File: src/sbbl_pkg.sv
// ----------------------------------------------------------------------------
// sbbl_pkg
// shared types and constants of the static search-tree bracket lookup
// ----------------------------------------------------------------------------
package sbbl_pkg;

  // command codes of an input item
  localparam logic [1:0] FUNC_WR_NODE = 2'd0;
  localparam logic [1:0] FUNC_WR_LEAF = 2'd1;
  localparam logic [1:0] FUNC_LOOKUP  = 2'd2;

  localparam int unsigned NUM_LEVELS_W = 3;
  localparam int unsigned KEYS_PER_NODE = 8;
  localparam int unsigned KEY_CNT_W = 4;    // holds 0..8
  localparam int unsigned KEY_IDX_W = 3;    // holds 0..7

  // leaf block layout: eight keys then eight values
  localparam logic [4:0] NODE_CHILD_OFF = 5'd8;
  localparam logic signed [5:0] LEAF_PREV_OFF = -6'sd1;
  localparam logic signed [5:0] LEAF_VAL_OFF = 6'sd8;
  localparam logic signed [5:0] LEAF_LAST_OFF = 6'sd15;
  localparam logic signed [5:0] LEAF_NEXT_OFF = 6'sd24;

  typedef struct packed {
    logic [1:0]  func;
    logic [1:0]  level;
    logic [13:0] address;
    logic [63:0] data;
    logic [63:0] query;
  } item_in_t;

  typedef struct packed {
    logic [63:0] lower_value;
    logic [63:0] upper_value;
    logic        out_of_range;
  } item_out_t;

  // kind of store read issued in a cycle
  typedef enum logic [2:0] {
    RD_NONE,
    RD_NODE_KEY,
    RD_NODE_CHILD,
    RD_LEAF_KEY,
    RD_LEAF_LO,
    RD_LEAF_HI
  } rd_e;

  typedef enum logic [3:0] {
    S_IDLE,
    S_NODE_KEY,
    S_NODE_CHILD,
    S_NODE_WAIT,
    S_LEAF_KEY,
    S_LEAF_LO,
    S_LEAF_HI,
    S_LEAF_WAIT,
    S_DONE
  } state_e;

  typedef struct packed {
    logic start;
    logic wr_node;
    logic wr_leaf;
    rd_e  rd;
  } dp_cmd_t;

  typedef struct packed {
    logic k_last;
    logic no_levels;
    logic last_level;
  } dp_stat_t;

endpackage

File: src/sbbl_ctrl.sv
// ----------------------------------------------------------------------------
// sbbl_ctrl
// sequencer of the lookup: steps node, leaf and value reads one word a cycle
// ----------------------------------------------------------------------------
module sbbl_ctrl (
  input  logic             clk_i,
  input  logic             rst_ni,
  input  logic             start,
  input  logic [1:0]       func_i,
  input  sbbl_pkg::dp_stat_t stat_i,
  output logic             busy,
  output logic             done_o,
  output sbbl_pkg::dp_cmd_t  cmd_o
);
  import sbbl_pkg::*;

  state_e state_q, state_d;
  logic   accept;

  assign busy   = (state_q != S_IDLE) && (state_q != S_DONE);
  assign accept = start && !busy;

  always_ff @(posedge clk_i or negedge rst_ni) begin
    if (!rst_ni) begin
      state_q <= S_IDLE;
    end else begin
      state_q <= state_d;
    end
  end

  // next state
  always_comb begin
    state_d = state_q;
    unique case (state_q)
      S_IDLE, S_DONE: begin
        if (accept && func_i == FUNC_LOOKUP) begin
          state_d = stat_i.no_levels ? S_LEAF_KEY : S_NODE_KEY;
        end else begin
          state_d = S_IDLE;
        end
      end
      S_NODE_KEY: begin
        if (stat_i.k_last) state_d = S_NODE_CHILD;
      end
      S_NODE_CHILD: state_d = S_NODE_WAIT;
      S_NODE_WAIT:  state_d = stat_i.last_level ? S_LEAF_KEY : S_NODE_KEY;
      S_LEAF_KEY: begin
        if (stat_i.k_last) state_d = S_LEAF_LO;
      end
      S_LEAF_LO:   state_d = S_LEAF_HI;
      S_LEAF_HI:   state_d = S_LEAF_WAIT;
      S_LEAF_WAIT: state_d = S_DONE;
      default:     state_d = S_IDLE;
    endcase
  end

  // outputs
  always_comb begin
    cmd_o.start   = 1'b0;
    cmd_o.wr_node = accept && func_i == FUNC_WR_NODE;
    cmd_o.wr_leaf = accept && func_i == FUNC_WR_LEAF;
    cmd_o.rd      = RD_NONE;
    done_o        = 1'b0;
    unique case (state_q)
      S_IDLE: cmd_o.start = accept && func_i == FUNC_LOOKUP;
      S_DONE: begin
        cmd_o.start = accept && func_i == FUNC_LOOKUP;
        done_o      = 1'b1;
      end
      S_NODE_KEY:   cmd_o.rd = RD_NODE_KEY;
      S_NODE_CHILD: cmd_o.rd = RD_NODE_CHILD;
      S_LEAF_KEY:   cmd_o.rd = RD_LEAF_KEY;
      S_LEAF_LO:    cmd_o.rd = RD_LEAF_LO;
      S_LEAF_HI:    cmd_o.rd = RD_LEAF_HI;
      default:      cmd_o.rd = RD_NONE;
    endcase
  end

endmodule

File: config.mk
export PLATFORM = sky130hd
export DESIGN_NAME = sbbl_ctrl
export DESIGN_NICKNAME = d
export VERILOG_FILES = /design/src/sbbl_pkg.sv /design/src/sbbl_ctrl.sv
export SDC_FILE = /design/constraint.sdc
export NUM_CORES = 1
export LEC_CHECK = 0
export ABC_AREA = 1
export BUFFER_PORTS_ARGS = -buffer_cell sky130_fd_sc_hd__buf_2
export CAP_MARGIN = 20
export CORE_AREA = 2 2 39 41
export DETAILED_ROUTE_END_ITERATION = 12
export DIE_AREA = 0 0 41 43
export PLACE_DENSITY = 0.44
export RECOVER_POWER = 50
export SETUP_SLACK_MARGIN = 0.02
export SLEW_MARGIN = 20
export SYNTH_ARGS = -nofsm -noshare
export SYNTH_HDL_FRONTEND = slang
export SYNTH_SLANG_ARGS = --single-unit
File: constraint.sdc
create_clock -name clk_i -period 1.55 [get_ports clk_i]
set_input_delay 0.0775 -clock clk_i [delete_from_list [all_inputs] [get_ports clk_i]]
set_output_delay 0.0775 -clock clk_i [all_outputs]
set_load 0.02 [all_outputs]
==> results.md <==
- Compared with the post-synthesis result, the final layout area differs by 37.65%.
- In the routed layout, each cell is associated on average with a via count of 4.108.
- The actual transition at the worst max-transition pin is 0.2634 ns.
- The number of gates resized after cts is 0.
- Yosys instantiated no cell more often than sky130_fd_sc_hd__nand2_1.
- Counting the buffers created by CTS gives 3.
- The largest delay contributor family on the critical path is flip-flops.
- The number of buffer and inverter instances along the worst setup path is 1.
- Before CTS, the worst setup slack after placement is 0.3579 ns.
- During synthesis, Yosys emitted a total of 0 warnings.
- When the netlist entered floorplanning its net count stood at 56.
- The clock tree from TritonCTS is built.
- The tightest slew margin relative to the limit is 82.44%.
- The worst path setup slack after routing is 0.1724 ns.
- The number of I/O pins is 16.
- The routed layout has 341 vias.
- The number of antenna violations at the first check in global routing is 0.
- After synthesis the cells add up to 319.1 sq um.
- In this run the number of H-tree levels came out at 1.
- Measured along the y axis, the die boundary spans 43 um.
- For this configuration, the core starts out at a cell density of 23.06%.
- The largest register by flop count is state_q.
- The count of TritonRoute iterations in the first routing pass is 4.
- Dividing the final minimum period by the clock period gives 88.88%.
- Setup repair after global routing left no endpoint under its margin.
- Global routing used 10.47% of the available tracks.
- The post-route netlist has 32.84% of its cells at a drive strength greater than 1.
- In the synthesized netlist, the cells that appear most often are sky130_fd_sc_hd__nand2_1 (17), sky130_fd_sc_hd__inv_1 (7), sky130_fd_sc_hd__nor2_1 (5).
- After layout, the design draws a total of 0.8632 mW.
- Setup violations remaining at the end of the flow were counted as 0.
- For this run, asynchronously set or reset flops after synthesis account for 100.0%.
- The antenna violation net count after detailed routing is 0.
- The most common flop cell mapped by yosys is sky130_fd_sc_hd__dfrtp_1.
- IR analysis of the VDD net gives a maximum drop of 0.9015 mV.
- For this design, the sink count on the clock tree is 4.
- Data on the critical path is required at its endpoint by 1.47 ns.
- The power density of the placed cells is 1965 nW/um^2.
- The signal on the critical path passes through nor2_4 -> nand3_4 -> nor3_1 -> buf_2.
- The net count of the finished layout is 77.
- Across the run, the number of max-cap violations was 0.
- Synthesis handed over a netlist of 48 instances.
- The count of flip-flops with a built-in enable after synthesis is 0.
- The run finished with clean final reports.
- Counting flops and latches in the post-synthesis netlist gives 4.
- At the end of routability-driven placement, the weighted congestion stood at 0.7635.
- The largest area contributor in the synthesized netlist is sky130_fd_sc_hd__dfrtp_1.
- The residual overflow from global routing is 0.
- The total of buffers placed on input and output ports is 15.
- The first routing iteration left 6 violations.
- Summed over all layers, the routed wires come to 723 um.
- The library cell used as clock root buffer is sky130_fd_sc_hd__clkbuf_4.
- The max-slew violation count is 0.
- Yosys mapped the design onto 11 distinct sky130hd cell types.
- The largest net degree at the start of global routing is 8.
- The critical path startpoint category is a flop.
- Summed over all cells, the static leakage comes to 0.2427 nW.
- The number of global-route vias before repair is 290.
- The final cell area excluding filler cells is 439.2 sq um.
- STA classifies the critical path endpoint as an output port.
- For the worst setup path, the data arrival time is 1.30 ns.
- The maximum achievable frequency is 0.7259 GHz.
- The floorplan has 14 rows.
- The critical path's largest stage delay is 0.46 ns.
- The slowest stage of the critical path belongs to the cell sky130_fd_sc_hd__dfrtp_1.
- The remaining design rule violation count is 0.
- The largest registers in the layout are state_q (4).
- In this run the mean area of a mapped cell was 6.647 sq um.
- The type of the most critical hold path is input port to flop.
- The number of buffers between clock root and the deepest sink is 2.
- The count of inserted antenna diode cells is 0.
- The number of endpoints with negative hold slack in the final report is 0.
- After detailed placement, the total cell area comes to 414.1 sq um.
- The critical path in this run is classified as flop to output port.
- For the final database, setup skew stands at 0.003975 ns.
- Clock-pin slew was measured on the worst setup and hold paths at 0.04 ns.
- The average wire per standard cell is 8.711 um.
- The die is 41 um wide.
- Summed over its instances, the top area cell type makes up 31.37% of the synthesized netlist area.
- Counting I/O delays and the setup requirement, the final critical path takes 1.378 ns.
- The sum of negative setup slack is 0 ns.
- The number of flip-flops in the largest register is 4.
- Sequential elements use 31.37% of the synthesized area.
- Of all nets on the critical path, the largest fanout is 7.
- The HPWL after detailed placement is 609.6 um.
- In this run the standard cell core region covers 1384 sq um.
- The wire length of the first global-routing pass is 1.173 mm.
- The later pin in the worst-skew pair is clocked with a latency of 0.23 ns.
- The area enclosed by the die boundary is 1763 sq um.
- Yosys attributes the largest share of cell area to sky130_fd_sc_hd__dfrtp_1 (31%), sky130_fd_sc_hd__nand2_1 (20%), sky130_fd_sc_hd__nor2_4 (11%).
path summary, 6_finish.rpt:
| kind | startpoint | to | slack, ns | cells past startpoint |
|---|---|---|---|---|
| max in group asynchronous | rst_ni | state_q[1] | 1.17 | 2 |
| min in group asynchronous | rst_ni | state_q[3] | 0.20 | 2 |
| worst max register to register | state_q[0] | state_q[0] | 0.29 | 6 |
| worst max-delay path | state_q[0] | cmd_o[3] | 0.17 | 4 |
| worst min-delay path | stat_i[1] | state_q[2] | 0.09 | 3 |
| worst min register to register | state_q[3] | state_q[3] | 0.58 | 1 |
placed cells by master, fill, tap and decap left out:
master / netlist / layout
sky130_fd_sc_hd__clkbuf_4: 0 / 3
sky130_fd_sc_hd__clkbuf_1: 0 / 1
sky130_fd_sc_hd__a21oi_1: 0 / 1
sky130_fd_sc_hd__nor3_1: 4 / 4
sky130_fd_sc_hd__nand3_1: 4 / 4
sky130_fd_sc_hd__nand3_4: 1 / 1
sky130_fd_sc_hd__buf_2: 0 / 14
sky130_fd_sc_hd__nand2_1: 17 / 18
sky130_fd_sc_hd__nor2_1: 5 / 5
sky130_fd_sc_hd__inv_1: 7 / 7
sky130_fd_sc_hd__dfrtp_1: 4 / 4
sky130_fd_sc_hd__inv_2: 1 / 1
sky130_fd_sc_hd__dlygate4sd3_1: 0 / 1
sky130_fd_sc_hd__nor2_4: 3 / 3
where the power goes:
part | switching [mW] | internal (mW) | leakage (nW) | total (mW)
registers | 0.0712 | 0.150 | 0.0507 | 0.221
clock network | 0.0395 | 0.0864 | 0.0138 | 0.126
logic | 0.340 | 0.176 | 0.178 | 0.516
layout make-up:
cell class	count	area, sq um
clock buffers	3	22.52
inverters	8	30.03
fillers	166	944.7
well taps	16	20.02
multi-input cells	36	182.7
repair buffers	16	83.83
flip-flops and latches	4	100.1
cells by family after synthesis:
kind of cell	Yosys count	synth area share, %
AOI/OAI and AO/OA	1	2.746
and+or+nand+nor	35	56.47
DFF	4	31.37
buffers and inverters	8	9.412
tightest hold or removal path, delay by kind of cell:
| kind | cells | cell delay [ns] |
|---|---|---|
| and+or+nand+nor | 2 | 0.12 |
| buffers and inverters | 1 | 0.09 |
stage by stage:
stage	cells	hold slack (ns)	utilization, %
floorplan	48	-0.2181	-
global placement	79	-0.1140	29.93
detailed placement	79	-0.1140	29.93
CTS	83	0.07778	32.28
global route	83	0.1053	31.74
finish	83	0.08609	31.74
routing by layer:
| layer | track usage [%] | wire length, um |
|---|---|---|
| met1 | 13.31 | 352 |
| met3 | 6.283 | 51 |
| met4 | 6.000 | 13 |
| met5 | 0 | 0 |
| met2 | 13.13 | 306 |
timing repair:
| item | 4_1_cts | 5_1_grt |
|---|---|---|
| hold buffers | 1 | 0 |
| hold endpoints to repair | 4 | 0 |
| buffers inserted | 0 | 0 |
Note: power is estimated with default switching activity, not from simulation.
